## src/rtl/ssnf_pkg.sv

```systemverilog
package ssnf_pkg;

	localparam int ValueW = 14;
	localparam int PortW  = 8;
	localparam int SegW   = 8;
	localparam int ModeW  = 2;

	localparam logic [ModeW-1:0] MODE_FOUR = 2'd0;
	localparam logic [ModeW-1:0] MODE_TWO  = 2'd1;
	localparam logic [ModeW-1:0] MODE_RAW  = 2'd2;
	localparam logic [ModeW-1:0] MODE_NONE = 2'd3;

	localparam logic [ValueW-1:0] ValueMax = 14'd9999;

	// reciprocal of ten scaled by 2^19, exact for all 14-bit values
	localparam logic [15:0] RecipTen   = 16'd52429;
	localparam int          RecipShift = 19;

	typedef logic [SegW-1:0] seg_t;

	// active-low segment codes for digits 0..9
	function automatic seg_t seg_code(input logic [3:0] digit);
		seg_t code;
		unique case (digit)
			4'd0:    code = 8'hC0;
			4'd1:    code = 8'hF9;
			4'd2:    code = 8'hA4;
			4'd3:    code = 8'hB0;
			4'd4:    code = 8'h99;
			4'd5:    code = 8'h92;
			4'd6:    code = 8'h82;
			4'd7:    code = 8'hF8;
			4'd8:    code = 8'h80;
			4'd9:    code = 8'h90;
			default: code = 8'hFF;
		endcase
		return code;
	endfunction

endpackage

```

## src/rtl/seven_segment_number_frames.sv

```systemverilog
// Seven-segment number frames: each input word asks for a number to be shown on a
// multiplexed seven-segment display and yields one output word per shown digit, ones
// digit first, each carrying an active-low segment byte and a digit-select byte, with
// tlast on the final word of the request. Mode 0 shows up to four digits (selects 1, 2,
// 4, 8) with leading zeros blanked unless show_zeros is set, values above 9999 shown as
// 9999; mode 1 shows the two lowest digits at select port and port<<1; mode 2 passes
// value[7:0] and port through as one word; mode 3 is taken and dropped. An item yields
// 1 to 4 output words from the digit sequencer, which peels off one decimal digit per
// cycle while the output register can take a word, with a single reciprocal multiply; the next item is taken in
// the cycle its predecessor's last word moves to the output register.
module seven_segment_number_frames (
	input  logic        clk,
	input  logic        arst_n,
	input  logic        s_tvalid,
	output logic        s_tready,
	input  logic [23:0] s_tdata,   // value[13:0], port[21:14], zero fill[23:22]
	input  logic [2:0]  s_tuser,   // mode[1:0], show_zeros[2]
	output logic        m_tvalid,
	input  logic        m_tready,
	output logic [15:0] m_tdata,   // segments[7:0], digit_select[15:8]
	output logic        m_tlast
);
	import ssnf_pkg::*;

	// input word fields
	logic [ValueW-1:0] in_value;
	logic [PortW-1:0]  in_port;
	logic [ModeW-1:0]  in_mode;
	logic              in_zeros;
	logic [ValueW-1:0] in_sat;
	logic [1:0]        in_last_idx;
	logic              accept;

	// sequencer state
	logic              busy_q;
	logic [ValueW-1:0] rem_q;      // value still to be split into digits
	logic [ModeW-1:0]  mode_q;
	logic [PortW-1:0]  port_q;
	logic [SegW-1:0]   raw_q;
	logic [1:0]        idx_q;      // frame number within the request
	logic [1:0]        last_idx_q; // number of the final frame

	// digit extraction
	logic [29:0]       prod;
	logic [10:0]       quot;
	logic [ValueW-1:0] quot_x10;
	logic [ValueW-1:0] diff;
	logic [3:0]        digit;

	// frame being formed
	logic [SegW-1:0]   frame_seg;
	logic [PortW-1:0]  frame_sel;
	logic              frame_last;
	logic              advance;

	assign in_value = s_tdata[ValueW-1:0];
	assign in_port  = s_tdata[ValueW+PortW-1:ValueW];
	assign in_mode  = s_tuser[ModeW-1:0];
	assign in_zeros = s_tuser[ModeW];

	assign in_sat = (in_value > ValueMax) ? ValueMax : in_value;

	// how many frames follow the ones digit
	always_comb begin
		unique case (in_mode)
			MODE_FOUR: begin
				if (in_zeros || in_sat > 14'd999)
					in_last_idx = 2'd3;
				else if (in_sat > 14'd99)
					in_last_idx = 2'd2;
				else if (in_sat > 14'd9)
					in_last_idx = 2'd1;
				else
					in_last_idx = 2'd0;
			end
			MODE_TWO:  in_last_idx = 2'd1;
			MODE_RAW:  in_last_idx = 2'd0;
			MODE_NONE: in_last_idx = 2'd0;
			default:   in_last_idx = 2'd0;
		endcase
	end

	// x / 10 by reciprocal, then x mod 10 by shift-add
	assign prod     = {16'd0, rem_q} * {14'd0, RecipTen};
	assign quot     = prod[29:RecipShift];
	assign quot_x10 = {quot[10:0], 3'b000} + {2'b00, quot[10:0], 1'b0};
	assign diff     = rem_q - quot_x10;
	assign digit    = diff[3:0];

	always_comb begin
		unique case (mode_q)
			MODE_FOUR: begin
				frame_seg = seg_code(digit);
				frame_sel = 8'h01 << idx_q;
			end
			MODE_TWO: begin
				frame_seg = seg_code(digit);
				frame_sel = (idx_q == 2'd0) ? port_q : {port_q[PortW-2:0], 1'b0};
			end
			MODE_RAW: begin
				frame_seg = raw_q;
				frame_sel = port_q;
			end
			default: begin
				frame_seg = raw_q;
				frame_sel = port_q;
			end
		endcase
	end

	assign frame_last = (idx_q == last_idx_q);

	// a frame moves on when the output register is free or being emptied
	assign advance  = busy_q && (!m_tvalid || m_tready);
	assign s_tready = !busy_q || (advance && frame_last);
	assign accept   = s_tvalid && s_tready;

	always_ff @(posedge clk or negedge arst_n) begin
		if (!arst_n) begin
			busy_q <= 1'b0;
		end else if (accept) begin
			busy_q <= (in_mode != MODE_NONE);
		end else if (advance && frame_last) begin
			busy_q <= 1'b0;
		end
	end

	always_ff @(posedge clk) begin
		if (accept) begin
			rem_q      <= (in_mode == MODE_FOUR) ? in_sat : in_value;
			mode_q     <= in_mode;
			port_q     <= in_port;
			raw_q      <= in_value[SegW-1:0];
			idx_q      <= 2'd0;
			last_idx_q <= in_last_idx;
		end else if (advance) begin
			rem_q <= {3'b000, quot};
			idx_q <= idx_q + 2'd1;
		end
	end

	// output register
	always_ff @(posedge clk or negedge arst_n) begin
		if (!arst_n) begin
			m_tvalid <= 1'b0;
		end else if (advance) begin
			m_tvalid <= 1'b1;
		end else if (m_tready) begin
			m_tvalid <= 1'b0;
		end
	end

	always_ff @(posedge clk) begin
		if (advance) begin
			m_tdata <= {frame_sel, frame_seg};
			m_tlast <= frame_last;
		end
	end

endmodule

```

## config.mk

```make
export PLATFORM = sky130hd
export DESIGN_NAME = seven_segment_number_frames
export DESIGN_NICKNAME = d
export VERILOG_FILES = /design/src/rtl/ssnf_pkg.sv /design/src/rtl/seven_segment_number_frames.sv
export SDC_FILE = /design/constraint.sdc
export NUM_CORES = 1
export LEC_CHECK = 0
export BUFFER_PORTS_ARGS = -buffer_cell sky130_fd_sc_hd__buf_2
export CAP_MARGIN = 20
export CORE_ASPECT_RATIO = 1.2
export CORE_MARGIN = 4
export CORE_UTILIZATION = 45
export DETAILED_ROUTE_END_ITERATION = 7
export SLEW_MARGIN = 10
export SYNTH_ARGS = -nofsm -noshare
export SYNTH_HDL_FRONTEND = slang
export SYNTH_SLANG_ARGS = --single-unit
```

## constraint.sdc

```tcl
create_clock -name clk -period 7.2 [get_ports clk]
set_input_delay 0.36 -clock clk [delete_from_list [all_inputs] [get_ports clk]]
set_output_delay 0.36 -clock clk [all_outputs]
set_load 0.02 [all_outputs]
```

# --- Word-level counts from Yosys, hierarchy flattened ---
# Memories as Yosys holds them, arrays and structs flattened.
# Index checks and enable logic that the tools add are counted.
totals:
  mem_bits_ro: 224
  out_inout_bits: 19
  register_bits: 55
  word_cells: 57
  mem_count: 2
  input_bits: 31
mem_list:
  columns: ["memory", "depth", "width", "rd", "rd_clocked_by_memory_dff", "wr", "line", "source"]
  rows:
  - ["(name not given)", 16, 7, 1, 0, 0, "ssnf_pkg.sv:24", "unique case (digit)"]
  - ["(name not given)", 16, 7, 1, 0, 0, "ssnf_pkg.sv:24", null]
classes:
  n_lt_le_gt_ge: 4
  addsub: 3
  n_reduce_logical: 15
  n_mux: 15
  multipliers: 1
  n_shift: 1
  eq_ne: 6
op_table:
  columns: ["cell", "count"]
  rows:
  - ["$mux 14", 4]
  - ["$pmux 8 s2", 2]
  - ["$mul 14x16->30 const B", 1]
  - ["$gt 14x10->1 const B", 1]
  - ["$gt 14x14->1 const B", 1]
  - ["$gt 14x4->1 const B", 1]
  - ["$gt 14x7->1 const B", 1]
  - ["$mux 8", 1]
  - ["$shl 1x2->8 const A", 1]
  - ["$logic_not 2->1", 3]
  - ["$pmux 2 s3", 1]
  - ["$reduce_bool 2->1", 3]
  - ["$mux 1", 5]
  - ["$add 4x4->4", 1]
  - ["$eq 2x1->1 const B", 2]
  - ["$eq 2x2->1 const B", 2]
  - ["$mux 2", 2]
  - ["$sub 4x4->4", 1]
  - ["$logic_and 1x1->1", 3]
  - ["$logic_or 1x1->1", 3]
  - ["$add 2x1->2 const B", 1]
  - ["$eq 2x2->1", 1]
  - ["$logic_not 1->1", 2]
  - ["$ne 2x2->1 const B", 1]
  - ["$reduce_or 2->1", 1]

# --- Longest topological paths before layout ---
# Gate-level depths: netlist of the first run.
depth:
  ltp_word: 7
  ltp_mapped: 26
  ltp_nobuf: 26

# --- Least setup slack after synthesis of the first run ---
# No wires, ideal clock.
synth_timing:
  kind: "reg-to-reg"
  start: "register rem_q[12]"
  end: "register m_tdata[4], data pin"
  required_ps: 6931
  setup_ps: 269
  t_arrival_ps: 6300
  path_stages_with_launch: 24
  slack_ps: 631
  synth_period_minus_slack_ps: 6569
  n_path_buf: 0
  path_cell_list: "edfxtp_1 -> inv_1 -> ha_1 -> fa_1 -> fa_1 -> fa_1 -> inv_1 -> fa_1 -> inv_1 -> fa_1 -> inv_1 -> ha_1 -> nand2_1 -> a211oi_1 -> o31a_1 -> o31a_1 -> nor2_1 -> xnor2_1 -> ha_1 -> and2_1 -> or4_4 -> and3_4 -> a2111oi_0 -> o31ai_1"
synth_between:
  elab_chain_cells: 5
  elab_cells_between_ends: 6
  cone_classes: "2 x add/sub; 1 x mul; 1 x mux; 2 x memory"
synth_lines:
  columns: ["item", "line", "source"]
  rows:
  - ["start: declaration", "seven_segment_number_frames.sv:36", "logic [ValueW-1:0] rem_q;"]
  - ["start signal: assignment", "seven_segment_number_frames.sv:130", "rem_q <= (in_mode == MODE_FOUR) ? in_sat : in_value;"]
  - ["start signal: assignment", "seven_segment_number_frames.sv:137", "rem_q <= {3'b000, quot};"]
  - ["$mul 14x16->30 *", "seven_segment_number_frames.sv:84", "assign prod = {16'd0, rem_q} * {14'd0, RecipTen};"]
  - ["$add 4x4->4 *", "seven_segment_number_frames.sv:86", "assign quot_x10 = {quot[10:0], 3'b000} + {2'b00, quot[10:0], 1'b0};"]
  - ["$sub 4x4->4 *", "seven_segment_number_frames.sv:87", "assign diff = rem_q - quot_x10;"]
  - ["$mem_v2 16x7", null, null]
  - ["$pmux 8 s2 *", "seven_segment_number_frames.sv:91", "unique case (mode_q)"]
  - ["named net frame_seg[4]", "seven_segment_number_frames.sv:51", "logic [SegW-1:0] frame_seg;"]
  - ["end signal: assignment", "seven_segment_number_frames.sv:155", "m_tdata <= {frame_sel, frame_seg};"]
  - ["end: declaration", "seven_segment_number_frames.sv:20", "output logic [15:0] m_tdata,"]
# The timed path passes the listed nets; every way through them passes the cells marked *.
# A chain may end at the register's enable or synchronous reset.

# --- Worst setup path after layout of the first run ---
layout_timing:
  start: "register rem_q[13]"
  end: "register m_tdata[2], data pin"
# Same word-level chain as after synthesis.

==> results.json, run 1 <==
{
  "clock_skew_ns": 0.002745,
  "startpoint_type": "flip-flop",
  "worstSkewPairLatency_ns": 0.28,
  "final_area_sq_um": 6641,
  "final_hold_viol_count": 0,
  "cts_tree": "done",
  "wl_met1_um": 5487,
  "design.core.area_sq_um": 12780,
  "drtPass1Iterations": 4,
  "grt_usage": 0.1716,
  "drive_gt1_frac": 0.1373,
  "synth_area_leader_cell": "edfxtp_1",
  "grt-ovfl-total": 0,
  "ys_top_cells_by_area": "edfxtp_1 26%, ha_1 25%, fa_1 18%",
  "cts_root_buf": "clkbuf_16",
  "dr_total_vias": 4117,
  "ioPinCount": 50,
  "critPathKind": "reg2reg",
  "grt_max_degree": 31,
  "rows": 45,
  "ys.flop_type": "edfxtp_1",
  "drcViolationCount": 0,
  "worstReg2RegEnd": "m_tdata[2]",
  "die_width_um": 112.8,
  "dp_hpwl_um": 10610,
  "portBuffers": 47,
  "hold_class": "in2reg",
  "dieArea_sq_um": 15090,
  "antenna_found_initial": 0,
  "timing.slew.headroom": 0.4568,
  "wl_met3_um": 296,
  "drtIter0Drc": 221,
  "grt_pass1_wl_um": 21130,
  "syn_inst": 557,
  "avgSynthCellArea_sq_um": 10.65,
  "diodes": 0,
  "mostFrequentLayoutCells": "118 x ha_1, 115 x inv_1, 51 x fa_1, 51 x edfxtp_1, 47 x buf_2",
  "ys_ff_latch": 55,
  "tightest_slew_ns": 0.8148,
  "cts_buffers": 5,
  "ant_nets": 0,
  "htreeDepth": 2,
  "wl_um": 12260,
  "r2r_setup_slack_ns": 0.34,
  "clock-sinks": 55,
  "path_clk_slew_ns": 0.07,
  "critPathLaunch": "rem_q[13]",
  "r2r_start": "rem_q[13]",
  "wl_met2_um": 6295,
  "synth_edf_count": 51,
  "layout_commonest_cell": "ha_1",
  "ys.warnings.count": 0,
  "maxCapViolations": 0,
  "crit_fanout": 6,
  "seq_area_sq_um": 1622,
  "placed_area_sq_um": 6410,
  "nets": 819,
  "fin_util": 0.5196,
  "finalCritPeriodShare": 0.9534,
  "place_congestion": 0.8605,
  "setup_viol": 0,
  "nFillCells": 1135,
  "post_drt_via_cell_ratio": 5.258,
  "topRoutingLayerUsed": "met4",
  "wl_per_cell_um": 15.66,
  "start_util": 0.4641,
  "fmax_mhz": 145.7,
  "crit_required_ns": 7.29,
  "drv_slew": 0,
  "area_growth_pct": 11.96,
  "crit_path_end_kind": "flip-flop",
  "synth.yosys.seq_area_share": 0.2734,
  "die_y_um": 133.8,
  "syn-cell-area_sq_um": 5932,
  "cp-endpoint": "m_tdata[2]",
  "synthesis.nets": 758,
  "grt_pass1_vias": 4326,
  "synth_cell_types": 53,
  "ys_async_sr_fraction": 0.03636,
  "worstPathArrival_ns": 6.95,
  "status": "completed",
  "fin_hold_ws_ns": 0.2463,
  "clk_path_buf_depth": 2,
  "period_needed_ns": 6.864,
  "multi_input_area_sq_um": 3882,
  "ff2ff_path_depth": 22,
  "synth_top_area_share": 0.2582
}
## critical path, cell delays in order (launching register included)
cell      delay (ns)
edfxtp_1        0.48
ha_1            0.37
fa_2            0.65
fa_1            0.46
fa_1            0.54
inv_1           0.05
fa_1            0.49
inv_1           0.05
fa_1            0.49
inv_1           0.04
ha_1            0.28
nand2_1         0.09
nor3_1          0.07
o31a_1          0.38
o31a_1          0.28
nor2_1          0.11
xnor2_1         0.16
ha_1            0.28
and2_1          0.15
or4_4           0.46
and3_4          0.22
or2_4           0.26
o311ai_1        0.29
## cells in the mapped netlist (all sizes together), types with 5 or more instances
library cell,number
a211oi,6
a21oi,21
and3,5
clkbuf,6
edfxtp,51
fa,52
ha,118
inv,115
nand2,27
nand2b,5
nand3,7
nor2,23
nor3,6
nor4,5
o21ai,11
o22a,9
o31ai,8
or2,6
xnor2,13
xor2,8
## through the flow
step	setup slack, ns	setup TNS (ns)	cells
final	0.3355	0	783
after global routing	-0.01803	-0.02944	783
after CTS	0.2705	0	779
after detailed placement	0.2875	0	770
after global placement	0.3631	0	770
after floorplan	0.6311	0	557
## state kept, by name, indices dropped and copies added (netlist names)
signal and cells:
rem_q 14, raw_q 8, m_tlast 1, m_tdata 16, m_tvalid 1, busy_q 1
idx_q 2, port_q 8, mode_q 2, last_idx_q 2
## timing repair
action	CTS	global route
buffers inserted	0	3
endpoints found under the setup margin	0	5
hold buffers	1	0
gates resized for setup	0	6
hold endpoints to repair	2	0
## worst min path at each step
| stage | from | endpoint | slack [ns] | depth (start not counted) |
|---|---|---|---|---|
| 5_1_grt | s_tdata[15] | port_q[1] | 0.23 | 1 |
| 2_1_floorplan | arst_n | busy_q | 0.06 | 0 |
| 6_report | s_tdata[18] | port_q[4] | 0.25 | 1 |
| 4_1_cts | s_tdata[20] | port_q[6] | 0.24 | 1 |
| 3_5_place_dp | arst_n | busy_q | 0.15 | 1 |
| 3_3_place_gp | arst_n | m_tvalid | 0.14 | 1 |
## layout make-up
cell class                 instances  share of cell area
tap                              164             0.03090
multi-input combinational        381              0.5846
clock buffer                       5             0.01884
timing repair buffer              60             0.05350
inverter                         115             0.06500
clock inverter                     3            0.003014
sequential                        55              0.2442
## per-layer routing
| metal | global-route usage | up-vias |
|---|---|---|
| met3 | 0.02347 | 14 |
| met5 | 0 | - |
| met1 | 0.2269 | 1987 |
| met2 | 0.3030 | 68 |
| met4 | 0.03073 | 0 |
| li1 | - | 2048 |
## kinds of logic after synthesis
logic type / synth area share
flip-flops: 0.2734
adder cells (fa/ha/maj): 0.4244
AND/OR/NAND/NOR: 0.08226
XOR/XNOR: 0.03101
AO/OA/AOI/OAI: 0.1124
buffers and inverters: 0.07657
Power of run 1 is left out: the tool's default activity adds up to more than one toggle a clock period on the data nets, which glitch-free logic cannot reach.
==> run 2: changes to the inputs <==
- CELL_PAD_IN_SITES_DETAIL_PLACEMENT: not set -> 0
- CELL_PAD_IN_SITES_GLOBAL_PLACEMENT: not set -> 1
- PLACE_DENSITY_LB_ADDON: not set -> 0.1
==> results.json, run 2 (synthesis results as in run 1) <==
{
  "status": "completed",
  "worstPathArrival_ns": 6.97,
  "drv_slew": 0,
  "nFillCells": 1203,
  "drcViolationCount": 0,
  "cp-endpoint": "m_tdata[6]",
  "multi_input_area_sq_um": 3862,
  "crit_path_end_kind": "flip-flop",
  "final_area_sq_um": 6625,
  "drtIter0Drc": 100,
  "tightest_slew_ns": 0.7888,
  "maxCapViolations": 0,
  "ant_nets": 0,
  "instances_no_fill": 780,
  "largest_register_ffs": 16,
  "clock_skew_ns": 0.008690,
  "period_needed_ns": 6.957,
  "grt_pass1_wl_um": 21730,
  "crit_required_ns": 7.21,
  "crit_fanout": 6,
  "placed_area_sq_um": 6410,
  "final.setup.worst_slack_ns": 0.2428,
  "crit_chain": "ha_1 -> inv_1 -> fa_1 -> fa_1 -> fa_1 -> inv_1 -> fa_1 -> fa_1 -> ha_1 -> a21oi_1 -> nor3_1 -> o31a_1 -> o31a_1 -> nor2_1 -> xnor2_1 -> ha_1 -> and2_1 -> or4_4 -> and3_4 -> o21ai_0 -> o311ai_1",
  "finalCritPeriodShare": 0.9663,
  "critPathLaunch": "rem_q[11]",
  "drtPass1Iterations": 4,
  "worstReg2RegEnd": "m_tdata[6]",
  "dp_slack_ns": 0.2047,
  "grt-ovfl-total": 0,
  "final_hold_viol_count": 0,
  "crit_top_cell": "fa_1",
  "die_width_um": 112.8,
  "reg.largest.list": "m_tdata (16), rem_q (14)",
  "design.core.area_sq_um": 12780,
  "wl_per_cell_um": 16.15,
  "portBuffers": 47,
  "clock-sinks": 55,
  "cp_slowest_cell": "fa_1",
  "area_growth_pct": 11.69,
  "dp_hpwl_um": 10820,
  "r2r_setup_slack_ns": 0.24,
  "path_clk_slew_ns": 0.08,
  "layout_commonest_cell": "ha_1",
  "rsz0062_at_grt": "true",
  "post-cts-setup-buffers": 0,
  "ff2ff_path_depth": 21,
  "diodes": 0,
  "timing.slew.headroom": 0.4735,
  "worstSkewPairLatency_ns": 0.30,
  "fmax_mhz": 143.7,
  "grt_pass1_vias": 4532,
  "post_drt_via_cell_ratio": 5.231,
  "die_y_um": 133.8,
  "top_register": "m_tdata",
  "antenna_found_initial": 0,
  "mostFrequentLayoutCells": "118 x ha_1, 115 x inv_1, 52 x fa_1",
  "cts_tree": "done",
  "ioPinCount": 50,
  "htreeDepth": 2,
  "slowest_delay_ns": 0.55,
  "startpoint_type": "flip-flop",
  "setup_viol": 0,
  "place_congestion": 0.7644,
  "finalSetupTns_ns": 0,
  "hold_class": "in2reg",
  "dpl.cell_count": 770,
  "wl_um": 12600,
  "dieArea_sq_um": 15090,
  "drive_gt1_frac": 0.1282,
  "cts_root_buf": "clkbuf_16",
  "dr_total_vias": 4080,
  "grt_max_degree": 31,
  "rows": 45,
  "grt_usage": 0.1788,
  "r2r_start": "rem_q[11]",
  "clk_path_buf_depth": 2,
  "critPathKind": "reg2reg",
  "cts_buffers": 5,
  "nets": 816,
  "seq_area_sq_um": 1622,
  "start_util": 0.4641
}
[run 2: worst min-delay path by stage]
stage | startpoint | to | slack, ns | cells past startpoint
2_1_floorplan | arst_n | busy_q | 0.06 | 0
3_3_place_gp | arst_n | m_tvalid | 0.15 | 1
3_5_place_dp | arst_n | m_tvalid | 0.15 | 1
4_1_cts | s_tdata[18] | port_q[4] | 0.23 | 1
5_1_grt | s_tdata[15] | port_q[1] | 0.22 | 1
6_report | s_tdata[16] | port_q[2] | 0.23 | 1
[run 2: final cells by class]
cell class              instances  area share
clock buffers                   5     0.01889
inverters                     115     0.06516
flip-flops and latches         55      0.2448
well taps                     164     0.03097
clock inverters                 3    0.006988
repair buffers                 57     0.05024
multi-input cells             381      0.5830
[run 2: through the flow]
stage	util	hold WS [ns]
6_report	0.5184	0.2321
5_1_grt	0.5184	0.2193
4_1_cts	0.5157	0.2276
3_5_place_dp	0.5015	0.1472
3_3_place_gp	0.5015	0.1476
2_1_floorplan	-	0.06441
[run 2: per-layer routing]
metal  GRT usage  wire, um  vias up
met3     0.02347       294       12
li1            -         -     2031
met5           0         0        -
met4     0.03474       167        0
met1      0.2174      5404     1980
met2      0.3370      6732       57
[run 2: repair_timing]
action | 4_1_cts | 5_1_grt
hold buffers | 1 | 0
endpoints found under the setup margin | 0 | 7
hold endpoints to repair | 2 | 0
resized for setup | 0 | 2
[run 2: critical path: cells and delay by family (launching register included)]
kind                     cells  cell delay, ns
AO/OA/AOI/OAI                5            1.34
buffers and inverters        2            0.13
flip-flops                   1            0.48
XOR/XNOR                     1            0.17
adder cells (fa/ha/maj)      8            3.52
AND/OR/NAND/NOR              5            1.03
Power of run 2 is left out for the same reason.
